`src/sha256_stream_hasher_top_defines.svh`:
```
// Assertion macros for the streaming SHA-256 hasher.
// Standalone header; included by the files that carry assertions.
`ifndef SHA256_STREAM_HASHER_TOP_DEFINES_SVH
`define SHA256_STREAM_HASHER_TOP_DEFINES_SVH

// Same-cycle implication under a synchronous active-low reset.
`define SHS_ASSERT_NOW(lbl, clk, rst_n, ante, cons, msg) \
    lbl: assert property (@(posedge clk) disable iff (!(rst_n)) (ante) |-> (cons)) \
        else $error(msg);

// Next-cycle implication under a synchronous active-low reset.
`define SHS_ASSERT_NEXT(lbl, clk, rst_n, ante, cons, msg) \
    lbl: assert property (@(posedge clk) disable iff (!(rst_n)) (ante) |=> (cons)) \
        else $error(msg);

`endif

```
`src/shs_pkg.sv`:
```
// Shared types, constants and helper functions for the SHA-256 hasher.
// No dependencies; imported by every module of the block.
package shs_pkg;

    localparam logic [7:0] PAD_BYTE = 8'h80;

    localparam logic [31:0] ROUND_K [0:63] = '{
        32'h428a2f98, 32'h71374491, 32'hb5c0fbcf, 32'he9b5dba5,
        32'h3956c25b, 32'h59f111f1, 32'h923f82a4, 32'hab1c5ed5,
        32'hd807aa98, 32'h12835b01, 32'h243185be, 32'h550c7dc3,
        32'h72be5d74, 32'h80deb1fe, 32'h9bdc06a7, 32'hc19bf174,
        32'he49b69c1, 32'hefbe4786, 32'h0fc19dc6, 32'h240ca1cc,
        32'h2de92c6f, 32'h4a7484aa, 32'h5cb0a9dc, 32'h76f988da,
        32'h983e5152, 32'ha831c66d, 32'hb00327c8, 32'hbf597fc7,
        32'hc6e00bf3, 32'hd5a79147, 32'h06ca6351, 32'h14292967,
        32'h27b70a85, 32'h2e1b2138, 32'h4d2c6dfc, 32'h53380d13,
        32'h650a7354, 32'h766a0abb, 32'h81c2c92e, 32'h92722c85,
        32'ha2bfe8a1, 32'ha81a664b, 32'hc24b8b70, 32'hc76c51a3,
        32'hd192e819, 32'hd6990624, 32'hf40e3585, 32'h106aa070,
        32'h19a4c116, 32'h1e376c08, 32'h2748774c, 32'h34b0bcb5,
        32'h391c0cb3, 32'h4ed8aa4a, 32'h5b9cca4f, 32'h682e6ff3,
        32'h748f82ee, 32'h78a5636f, 32'h84c87814, 32'h8cc70208,
        32'h90befffa, 32'ha4506ceb, 32'hbef9a3f7, 32'hc67178f2
    };

    localparam logic [31:0] INIT_HASH [0:7] = '{
        32'h6a09e667, 32'hbb67ae85, 32'h3c6ef372, 32'ha54ff53a,
        32'h510e527f, 32'h9b05688c, 32'h1f83d9ab, 32'h5be0cd19
    };

    // Control from the sequencer to the round core.
    typedef struct packed {
        logic load;   // copy chaining words into the working registers
        logic step;   // run one compression round
        logic fold;   // add working registers into the chaining words
        logic init;   // return chaining words to the initial hash
    } shs_core_ctl_t;

    // Control from the sequencer to the message schedule window.
    typedef struct packed {
        logic push;   // shift one byte into the block
        logic step;   // advance the schedule by one word
    } shs_sched_ctl_t;

    function automatic logic [31:0] rotr(input logic [31:0] v, input int unsigned n);
        rotr = (v >> n) | (v << (32 - n));
    endfunction

endpackage

```
`src/shs_msg_sched.sv`:
```
// Block buffer and message schedule of the SHA-256 hasher: a 16-word shift window.
// Depends on shs_pkg.
module shs_msg_sched (
    input  logic                    aclk,
    input  shs_pkg::shs_sched_ctl_t ctl,
    input  logic [7:0]              byte_in,
    output logic [31:0]             w_out
);
    import shs_pkg::*;

    logic [31:0] win_reg  [0:15];
    logic [31:0] win_next [0:15];
    logic [31:0] sig0;
    logic [31:0] sig1;
    logic [31:0] w_new;

    assign sig0  = rotr(win_reg[1], 7) ^ rotr(win_reg[1], 18) ^ (win_reg[1] >> 3);
    assign sig1  = rotr(win_reg[14], 17) ^ rotr(win_reg[14], 19) ^ (win_reg[14] >> 10);
    assign w_new = win_reg[0] + sig0 + win_reg[9] + sig1;
    assign w_out = win_reg[0];

    always_comb begin
        win_next = win_reg;
        if (ctl.push) begin
            // Byte-wide shift across the whole block, big-endian within each word
            for (int i = 0; i < 15; i++) begin
                win_next[i] = {win_reg[i][23:0], win_reg[i+1][31:24]};
            end
            win_next[15] = {win_reg[15][23:0], byte_in};
        end else if (ctl.step) begin
            for (int i = 0; i < 15; i++) begin
                win_next[i] = win_reg[i+1];
            end
            win_next[15] = w_new;
        end
    end

    always_ff @(posedge aclk) begin
        win_reg <= win_next;
    end

endmodule

```
`src/shs_round_core.sv`:
```
// Shared SHA-256 round unit with working registers and chaining words.
// Depends on shs_pkg.
module shs_round_core (
    input  logic                   aclk,
    input  logic                   aresetn,
    input  shs_pkg::shs_core_ctl_t ctl,
    input  logic [31:0]            k_in,
    input  logic [31:0]            w_in,
    input  logic [2:0]             word_sel,
    output logic [31:0]            digest_word
);
    import shs_pkg::*;

    logic [31:0] work_reg  [0:7];
    logic [31:0] work_next [0:7];
    logic [31:0] hash_reg  [0:7];
    logic [31:0] hash_next [0:7];

    assign digest_word = hash_reg[word_sel];

    always_comb begin
        logic [31:0] bs0;
        logic [31:0] bs1;
        logic [31:0] ch;
        logic [31:0] maj;
        logic [31:0] t1;
        bs1 = rotr(work_reg[4], 6) ^ rotr(work_reg[4], 11) ^ rotr(work_reg[4], 25);
        ch  = (work_reg[4] & work_reg[5]) ^ (~work_reg[4] & work_reg[6]);
        t1  = work_reg[7] + bs1 + ch + k_in + w_in;
        bs0 = rotr(work_reg[0], 2) ^ rotr(work_reg[0], 13) ^ rotr(work_reg[0], 22);
        maj = (work_reg[0] & work_reg[1]) ^ (work_reg[0] & work_reg[2])
            ^ (work_reg[1] & work_reg[2]);
        work_next = work_reg;
        hash_next = hash_reg;
        if (ctl.load) begin
            work_next = hash_reg;
        end else if (ctl.step) begin
            work_next[7] = work_reg[6];
            work_next[6] = work_reg[5];
            work_next[5] = work_reg[4];
            work_next[4] = work_reg[3] + t1;
            work_next[3] = work_reg[2];
            work_next[2] = work_reg[1];
            work_next[1] = work_reg[0];
            work_next[0] = t1 + bs0 + maj;
        end
        if (ctl.init) begin
            hash_next = INIT_HASH;
        end else if (ctl.fold) begin
            for (int i = 0; i < 8; i++) begin
                hash_next[i] = hash_reg[i] + work_reg[i];
            end
        end
    end

    always_ff @(posedge aclk) begin
        work_reg <= work_next;
    end

    always_ff @(posedge aclk) begin
        if (!aresetn) begin
            hash_reg <= INIT_HASH;
        end else begin
            hash_reg <= hash_next;
        end
    end

endmodule

```
`src/sha256_stream_hasher_top.sv`:
```
// Top level of the streaming SHA-256 hasher: sequencer, padding and byte counter.
// Depends on shs_pkg, shs_msg_sched, shs_round_core and the assertion macro header.
//
// Usage: the input channel (s_valid/s_ready) takes one item per handshake:
// s_op = 0 appends s_data_byte to the message, s_op = 1 closes the message.
// The 64th byte of a block starts the compression: 64 rounds of the shared
// round unit, one round per cycle, then a fold of the result into the
// chaining words; s_ready is low throughout. A close feeds the 64 - fill
// padding bytes through the same byte path, one per cycle, compresses, and
// repeats once more when fewer than eight bytes were free after the 0x80
// byte. The digest then appears on the result channel (m_valid/m_ready) as
// eight words, word 0 first, m_last on word 7.
// A stalled receiver simply holds the current digest word; the block stays
// busy until all eight are taken, then returns to the initial hash values.
// Reset (aresetn low, synchronous) empties the block and the byte counter
// and loads the initial hash values; no clearing pass is needed.
`include "sha256_stream_hasher_top_defines.svh"

module sha256_stream_hasher_top (
    input  logic        aclk,
    input  logic        aresetn,
    input  logic        s_valid,
    output logic        s_ready,
    input  logic        s_op,
    input  logic [7:0]  s_data_byte,
    output logic        m_valid,
    input  logic        m_ready,
    output logic [31:0] m_digest_word,
    output logic [2:0]  m_word_index,
    output logic        m_last
);
    import shs_pkg::*;

    typedef enum logic [4:0] {
        ST_IDLE  = 5'b00001,
        ST_PAD   = 5'b00010,
        ST_ROUND = 5'b00100,
        ST_FOLD  = 5'b01000,
        ST_OUT   = 5'b10000
    } shs_state_t;

    shs_state_t     state_reg, state_next;
    logic [5:0]     fill_reg, fill_next;
    logic [60:0]    count_reg, count_next;
    logic [5:0]     round_reg, round_next;
    logic [2:0]     idx_reg, idx_next;
    logic           closing_reg, closing_next;
    logic           lastblk_reg, lastblk_next;
    logic           first_reg, first_next;

    shs_core_ctl_t  core_ctl;
    shs_sched_ctl_t sched_ctl;
    logic [7:0]     wr_byte;
    logic [7:0]     pad_byte;
    logic [63:0]    len_bits;
    logic [63:0]    len_shift;
    logic [31:0]    w_word;

    assign s_ready      = (state_reg == ST_IDLE);
    assign m_valid      = (state_reg == ST_OUT);
    assign m_word_index = idx_reg;
    assign m_last       = (idx_reg == 3'd7);

    // Length field, most significant byte at block offset 56
    assign len_bits  = {count_reg, 3'b000};
    assign len_shift = len_bits >> 6'({3'd7 - fill_reg[2:0], 3'b000});

    always_comb begin
        if (first_reg) begin
            pad_byte = PAD_BYTE;
        end else if (lastblk_reg && (fill_reg[5:3] == 3'b111)) begin
            pad_byte = len_shift[7:0];
        end else begin
            pad_byte = 8'h00;
        end
    end

    assign wr_byte = (state_reg == ST_PAD) ? pad_byte : s_data_byte;

    always_comb begin
        state_next   = state_reg;
        fill_next    = fill_reg;
        count_next   = count_reg;
        round_next   = round_reg;
        idx_next     = idx_reg;
        closing_next = closing_reg;
        lastblk_next = lastblk_reg;
        first_next   = first_reg;
        core_ctl     = '0;
        sched_ctl    = '0;
        case (state_reg)
            ST_IDLE: begin
                if (s_valid) begin
                    if (!s_op) begin
                        sched_ctl.push = 1'b1;
                        fill_next      = fill_reg + 6'd1;
                        count_next     = count_reg + 61'd1;
                        if (fill_reg == 6'd63) begin
                            core_ctl.load = 1'b1;
                            state_next    = ST_ROUND;
                        end
                    end else begin
                        // Length fits behind the 0x80 byte unless it lands in the last eight
                        closing_next = 1'b1;
                        first_next   = 1'b1;
                        lastblk_next = (fill_reg[5:3] != 3'b111);
                        state_next   = ST_PAD;
                    end
                end
            end
            ST_PAD: begin
                sched_ctl.push = 1'b1;
                fill_next      = fill_reg + 6'd1;
                first_next     = 1'b0;
                if (fill_reg == 6'd63) begin
                    core_ctl.load = 1'b1;
                    state_next    = ST_ROUND;
                end
            end
            ST_ROUND: begin
                core_ctl.step  = 1'b1;
                sched_ctl.step = 1'b1;
                round_next     = round_reg + 6'd1;
                if (round_reg == 6'd63) begin
                    state_next = ST_FOLD;
                end
            end
            ST_FOLD: begin
                core_ctl.fold = 1'b1;
                if (!closing_reg) begin
                    state_next = ST_IDLE;
                end else if (lastblk_reg) begin
                    idx_next   = 3'd0;
                    state_next = ST_OUT;
                end else begin
                    // Spill: pad one more block of zeros and the length
                    lastblk_next = 1'b1;
                    state_next   = ST_PAD;
                end
            end
            ST_OUT: begin
                if (m_ready) begin
                    idx_next = idx_reg + 3'd1;
                    if (idx_reg == 3'd7) begin
                        core_ctl.init = 1'b1;
                        count_next    = '0;
                        closing_next  = 1'b0;
                        state_next    = ST_IDLE;
                    end
                end
            end
            default: begin
                state_next = ST_IDLE;
            end
        endcase
    end

    always_ff @(posedge aclk) begin
        if (!aresetn) begin
            state_reg   <= ST_IDLE;
            fill_reg    <= '0;
            count_reg   <= '0;
            round_reg   <= '0;
            idx_reg     <= '0;
            closing_reg <= 1'b0;
            lastblk_reg <= 1'b0;
            first_reg   <= 1'b0;
        end else begin
            state_reg   <= state_next;
            fill_reg    <= fill_next;
            count_reg   <= count_next;
            round_reg   <= round_next;
            idx_reg     <= idx_next;
            closing_reg <= closing_next;
            lastblk_reg <= lastblk_next;
            first_reg   <= first_next;
        end
    end

    shs_msg_sched u_sched (
        .aclk    (aclk),
        .ctl     (sched_ctl),
        .byte_in (wr_byte),
        .w_out   (w_word)
    );

    shs_round_core u_core (
        .aclk        (aclk),
        .aresetn     (aresetn),
        .ctl         (core_ctl),
        .k_in        (ROUND_K[round_reg]),
        .w_in        (w_word),
        .word_sel    (idx_reg),
        .digest_word (m_digest_word)
    );

    `SHS_ASSERT_NOW(a_ready_excl_valid, aclk, aresetn, s_ready, !m_valid,
        "input accepted while digest pending")
    `SHS_ASSERT_NEXT(a_round_end_fold, aclk, aresetn,
        (state_reg == ST_ROUND) && (round_reg == 6'd63), state_reg == ST_FOLD,
        "compression did not end after 64 rounds")
    `SHS_ASSERT_NEXT(a_block_start_empty, aclk, aresetn,
        (state_reg != ST_ROUND) && (state_next == ST_ROUND),
        (fill_reg == 6'd0) && (round_reg == 6'd0),
        "compression started on a partial block")
    `SHS_ASSERT_NEXT(a_last_word_restart, aclk, aresetn, m_valid && m_ready && m_last,
        s_ready && (count_reg == 61'd0) && !closing_reg,
        "hasher not back at message start after digest")

endmodule
```
`config.mk`:
```
export PLATFORM = sky130hd
export DESIGN_NAME = sha256_stream_hasher_top
export DESIGN_NICKNAME = d
export VERILOG_FILES = /design/src/shs_pkg.sv /design/src/shs_msg_sched.sv /design/src/shs_round_core.sv /design/src/sha256_stream_hasher_top.sv
export VERILOG_INCLUDE_DIRS = /design/src /design/src/src
export SDC_FILE = /design/constraint.sdc
export NUM_CORES = 2
export LEC_CHECK = 0
export BUFFER_PORTS_ARGS = -buffer_cell sky130_fd_sc_hd__clkbuf_2
export CELL_PAD_IN_SITES_DETAIL_PLACEMENT = 0
export CELL_PAD_IN_SITES_GLOBAL_PLACEMENT = 2
export CORE_MARGIN = 5
export CORE_UTILIZATION = 35
export DETAILED_ROUTE_END_ITERATION = 16
export PLACE_DENSITY_LB_ADDON = 0.1
export SYNTH_ARGS = -nofsm -noshare
export SYNTH_HDL_FRONTEND = slang
export SYNTH_HIERARCHICAL = 1
export SYNTH_SLANG_ARGS = --single-unit
```
`constraint.sdc`:
```
create_clock -name aclk -period 14.5 [get_ports aclk]
set_clock_uncertainty 0.05 [all_clocks]
set_input_delay 2.175 -clock aclk [delete_from_list [all_inputs] [get_ports aclk]]
set_output_delay 2.175 -clock aclk [all_outputs]
set_load 0.1 [all_outputs]
```
Yosys cells after proc, flatten, opt, wreduce, memory -nomap -nowiden
Memories as Yosys holds them, arrays and structs flattened. Cells that the tools add are included.

Input port bits: 13. Memory bits (writable): 0. Latch bits: 0. Logic and storage cells: 185. Bits in registers: 1108. Memory bits (read-only): 2048. Memories kept: 1.

Add/sub/neg operators: 23. Div/mod/pow operators: 0. Multipliers: 0. Bitwise operators: 30. Shift-type cells: 1. Reduce and logical (&&, ||, !) cells: 15. Mux-type cells: 55. Order comparisons: 2. Equal/unequal tests: 18.

Memories: (name not given) (words 64, bits a word 32, rd ports 1, clocked after memory_dff 0, wr ports 0, RTL line sha256_stream_hasher_top.sv:191) `.k_in (ROUND_K[round_reg]),`.

Operators with widths (number): two-way mux 512 bit (2); adder 32 bit (18); two-way mux 256 bit (2); bitwise XOR 32 bit (9); two-way mux 61 bit (4); AND 32 bit (5); two-way mux 32 bit (4); one-hot mux 61 bit (2 select lines) (1); binary-select mux 32 bit (select 3 bit) (1); right shift 64 x 6 -> 8 bit (1); adder 61 x 1 -> 61 bit (second input constant) (1); two-way mux 5 bit (8); inverter 32 bit (1); OR 10 x 32 -> 32 bit (1); OR 13 x 32 -> 32 bit (1); OR 14 x 32 -> 32 bit (1); OR 15 x 32 -> 32 bit (1); OR 19 x 32 -> 32 bit (1); OR 21 x 32 -> 32 bit (1); OR 25 x 32 -> 32 bit (1); OR 26 x 32 -> 32 bit (1); OR 30 x 32 -> 32 bit (1); OR 7 x 32 -> 32 bit (1); bitwise XOR 32 x 22 -> 32 bit (1); other kinds (33) (76).

Logic depth before layout (Yosys ltp)
Depth after elaboration: 11. Depth in mapped cells: 40.

By module
Netlist, hierarchy kept.

Modules (own cells, without submodules): shs_round_core (area an instance 42122.9 um^2, instances 1, cells an instance 4428); shs_msg_sched (area an instance 25928.6 um^2, instances 1, cells an instance 1720); sha256_stream_hasher_top (area an instance 7848.8 um^2, instances 1, cells an instance 1090).

Worst setup path after synthesis
OpenSTA, ideal clock, no wires.

Kind: input-to-reg. From: in s_op. To: reg u_sched.win_reg, in the netlist u_sched/w_out[0] (enable). Data required time: 13.782 ns. Buffers on the path: 4. Arrival: 9.890 ns. Stages on the path: 8. Path slack: 3.892 ns. Path through: and4bb_2 nand2_1 clkbuf_1 nand2_1 clkbuf_1 clkbuf_1 clkbuf_1 or2_2.

RTL lines: start: declaration (RTL line sha256_stream_hasher_top.sv:24) `input logic s_op,`; end signal: assignment (RTL line shs_msg_sched.sv:39) `win_reg <= win_next;`; end: declaration (RTL line shs_msg_sched.sv:11) `logic [31:0] win_reg [0:15];`.

==> metrics <==
row count 171; Worst-Skew Late Latency 0.79 ns; Final Util 0.385; register area share after synthesis 0.394; GRT Total Usage 0.224; DRT Pass-1 Iters 5; drt first-iter violations 4779; Yosys top cell area share 0.304; Reg area between 20000 and 30000 um2; synth unique cells 102; vias in the first global route ~54000; actual slew at the worst max-slew pin 1.42 ns; Reg power frac 0.340; Mean Syn Cell Area 10.5 um2; Final Hold Fails 0; worst vdd ir 0.000110 V; Final Total Pwr 11.9 mW; Yosys reg bits approximately 1100; routability cong. 0.869; Post-Route Setup TNS 0 ns; depth of the CTS H-tree 4; CTS tree yes; most frequent cells in the layout edfxtp_1 (768), mux2_2 (690), nand2_1 (497); WP data required approximately 15 ns; Max clock buf depth 3; post-placement cell area 78800 um2; Post-route DRC 0; detailed-route via count 55469; first-pass GRT wire length 379000 um; Starting Density 0.351; CTS clk-pin slew, worst paths 0.07 ns; Syn Nets 7839; Num Clock Sinks 1108; design area around 83000 um2; Root Driver clkbuf_16; Post-CTS Setup Inserts 0; Slew Limit Fails 0; final setup vio count 0; Synth async-reset ratio 0; Lkg Pwr between 30 and 40 nW; io pins 51; Final Cycle Share 0.711; cts bufs inserted 141; Yosys top cell by area edfxtp_1; yosys warns 6; number of fill cells in the layout 21444; Hold Path Class reg -> reg; Core Region roughly 220000 um2; fin worst setup slack 4.20 ns; Slew HR 0.0564; Post-synth EDFFs 768; Post-Syn Area approximately 76000 um2; # resized after CTS 0; most common cell after layout, fill and taps aside edfxtp_1; mean number of vias per cell 5.50; post-DP HPWL 195000 um; Pwr Density around 140 nW/um2; Die X 476 um; Max Cap Viol 0; GR Overflow Total 0; Synth-to-Final Area Change 9.92%; crit path max-delay cell type ha_1; power share of the clock group 0.299; CP endpoint kind flop; placed cell count 9823; max incr delay on CP 0.90 ns; Die ar. 226000 um2; WP data arrival 10.79 ns; Multi-input gate area 42800 um2; CP Class reg -> reg; die height between 400 and 500 um; number of routed nets with antenna violations 0; Fin Hold WS 0.455 ns; dominant synthesized flop cell edfxtp_1; layout cells sized above 1 0.163; # hold bufs at CTS 0; f_max 97.1 MHz; sw frac 0.357; status completed; max reg flops 480; RSZ-0062 raised after global routing no; Finished Layout Cells 10084; most used cell, CP fa_1; Gate Count Post-Synth 7238; combinational power share 0.361; net switching power 4.26 mW; largest cells by area after synthesis edfxtp_1 (30%), mux2_2 (10%), dfxtp_1 (9.0%), ha_1 (6.5%), fa_1 (5.1%); critical path fanouts, max 34; CP startpoint kind flop; initial antenna violation count 6; Buffers on Ports 50; Detailed Route WL 258000 um; drt wl/cell 25.6 um; Int Pwr 7.65 mW; largest net degree at the start of global routing 191; NumNets Final 7713; pre-CTS WS approximately 4.4 ns; Period minus WS final around 10 ns
-- power by group through the flow --
stage / registers [mW] / logic [mW] / clock network [mW]
2_1_floorplan: 4.04 / 3.13 / 0
3_3_place_gp: 4.11 / 4.27 / 0
3_5_place_dp: 4.12 / 4.26 / 0
4_1_cts: 4.05 / 4.29 / 3.69
5_1_grt: 4.07 / 4.72 / 3.81
6_report: 4.05 / 4.30 / 3.56
-- cell type report --
type	instances	area share
diodes	4	0.000120
clock buffers	183	0.0457
clock inverters	74	0.00981
inverters	429	0.0194
multi-input cells	5306	0.514
flip-flops and latches	1108	0.358
well taps	2854	0.0428
repair buffers	126	0.0104
-- cells by family (layout without fill, tap and decap cells) --
kind of cell | Yosys count | count (layout) | share of synthesized area
compound gates | 1681 | 1681 | 0.139
xor+xnor | 576 | 576 | 0.0665
fa+ha+maj | 610 | 610 | 0.119
buf+inv | 824 | 812 | 0.0425
flops | 1108 | 1108 | 0.394
mux | 908 | 908 | 0.145
other cells | 0 | 4 | 0
simple gates | 1531 | 1531 | 0.0939
-- critical path: cells and delay by family, from the launching register on --
family	cells	cell delay, ns
AND/OR/NAND/NOR	8	2.01
flip-flops	1	0.30
adder cells (fa/ha/maj)	8	3.72
XOR/XNOR	1	0.18
AO/OA/AOI/OAI	11	2.86
buffers and inverters	4	0.85
-- final timing paths --
| check | start | end | slack [ns] | cells past startpoint |
|---|---|---|---|---|
| setup / recovery | round_reg[0]$_SDFFE_PN0P_ | u_core/work_reg[255]$_DFFE_PP_ | 4.20 | 32 |
| hold / removal | count_reg[60]$_SDFFE_PN0P_ | count_reg[60]$_SDFFE_PN0P_ | 0.45 | 2 |
| hold reg to reg | count_reg[60]$_SDFFE_PN0P_ | count_reg[60]$_SDFFE_PN0P_ | 0.45 | 2 |
| setup reg to reg | round_reg[0]$_SDFFE_PN0P_ | u_core/work_reg[255]$_DFFE_PP_ | 4.20 | 32 |
-- Yosys cell counts, types with 156 or more instances --
| master | instances |
|---|---|
| edfxtp_1 | 768 |
| mux2_2 | 690 |
| nand2_1 | 498 |
| o21ai_0 | 483 |
| a21oi_1 | 452 |
| nor2_1 | 448 |
| inv_1 | 428 |
| ha_1 | 393 |
| xnor2_1 | 387 |
| dfxtp_1 | 340 |
| clkbuf_1 | 303 |
| fa_1 | 195 |
| xor2_1 | 189 |
| a21o_1 | 156 |
-- per-layer routing --
metal | up-vias | global-route usage | wire, um
li1 | 26127 | - | -
met1 | 27887 | 0.333 | 127000
met2 | 1217 | 0.354 | 117000
met3 | 238 | 0.0250 | 10600
met4 | 0 | 0.0418 | 4420
met5 | - | 0 | 0
(Power assumes the default switching activity.)
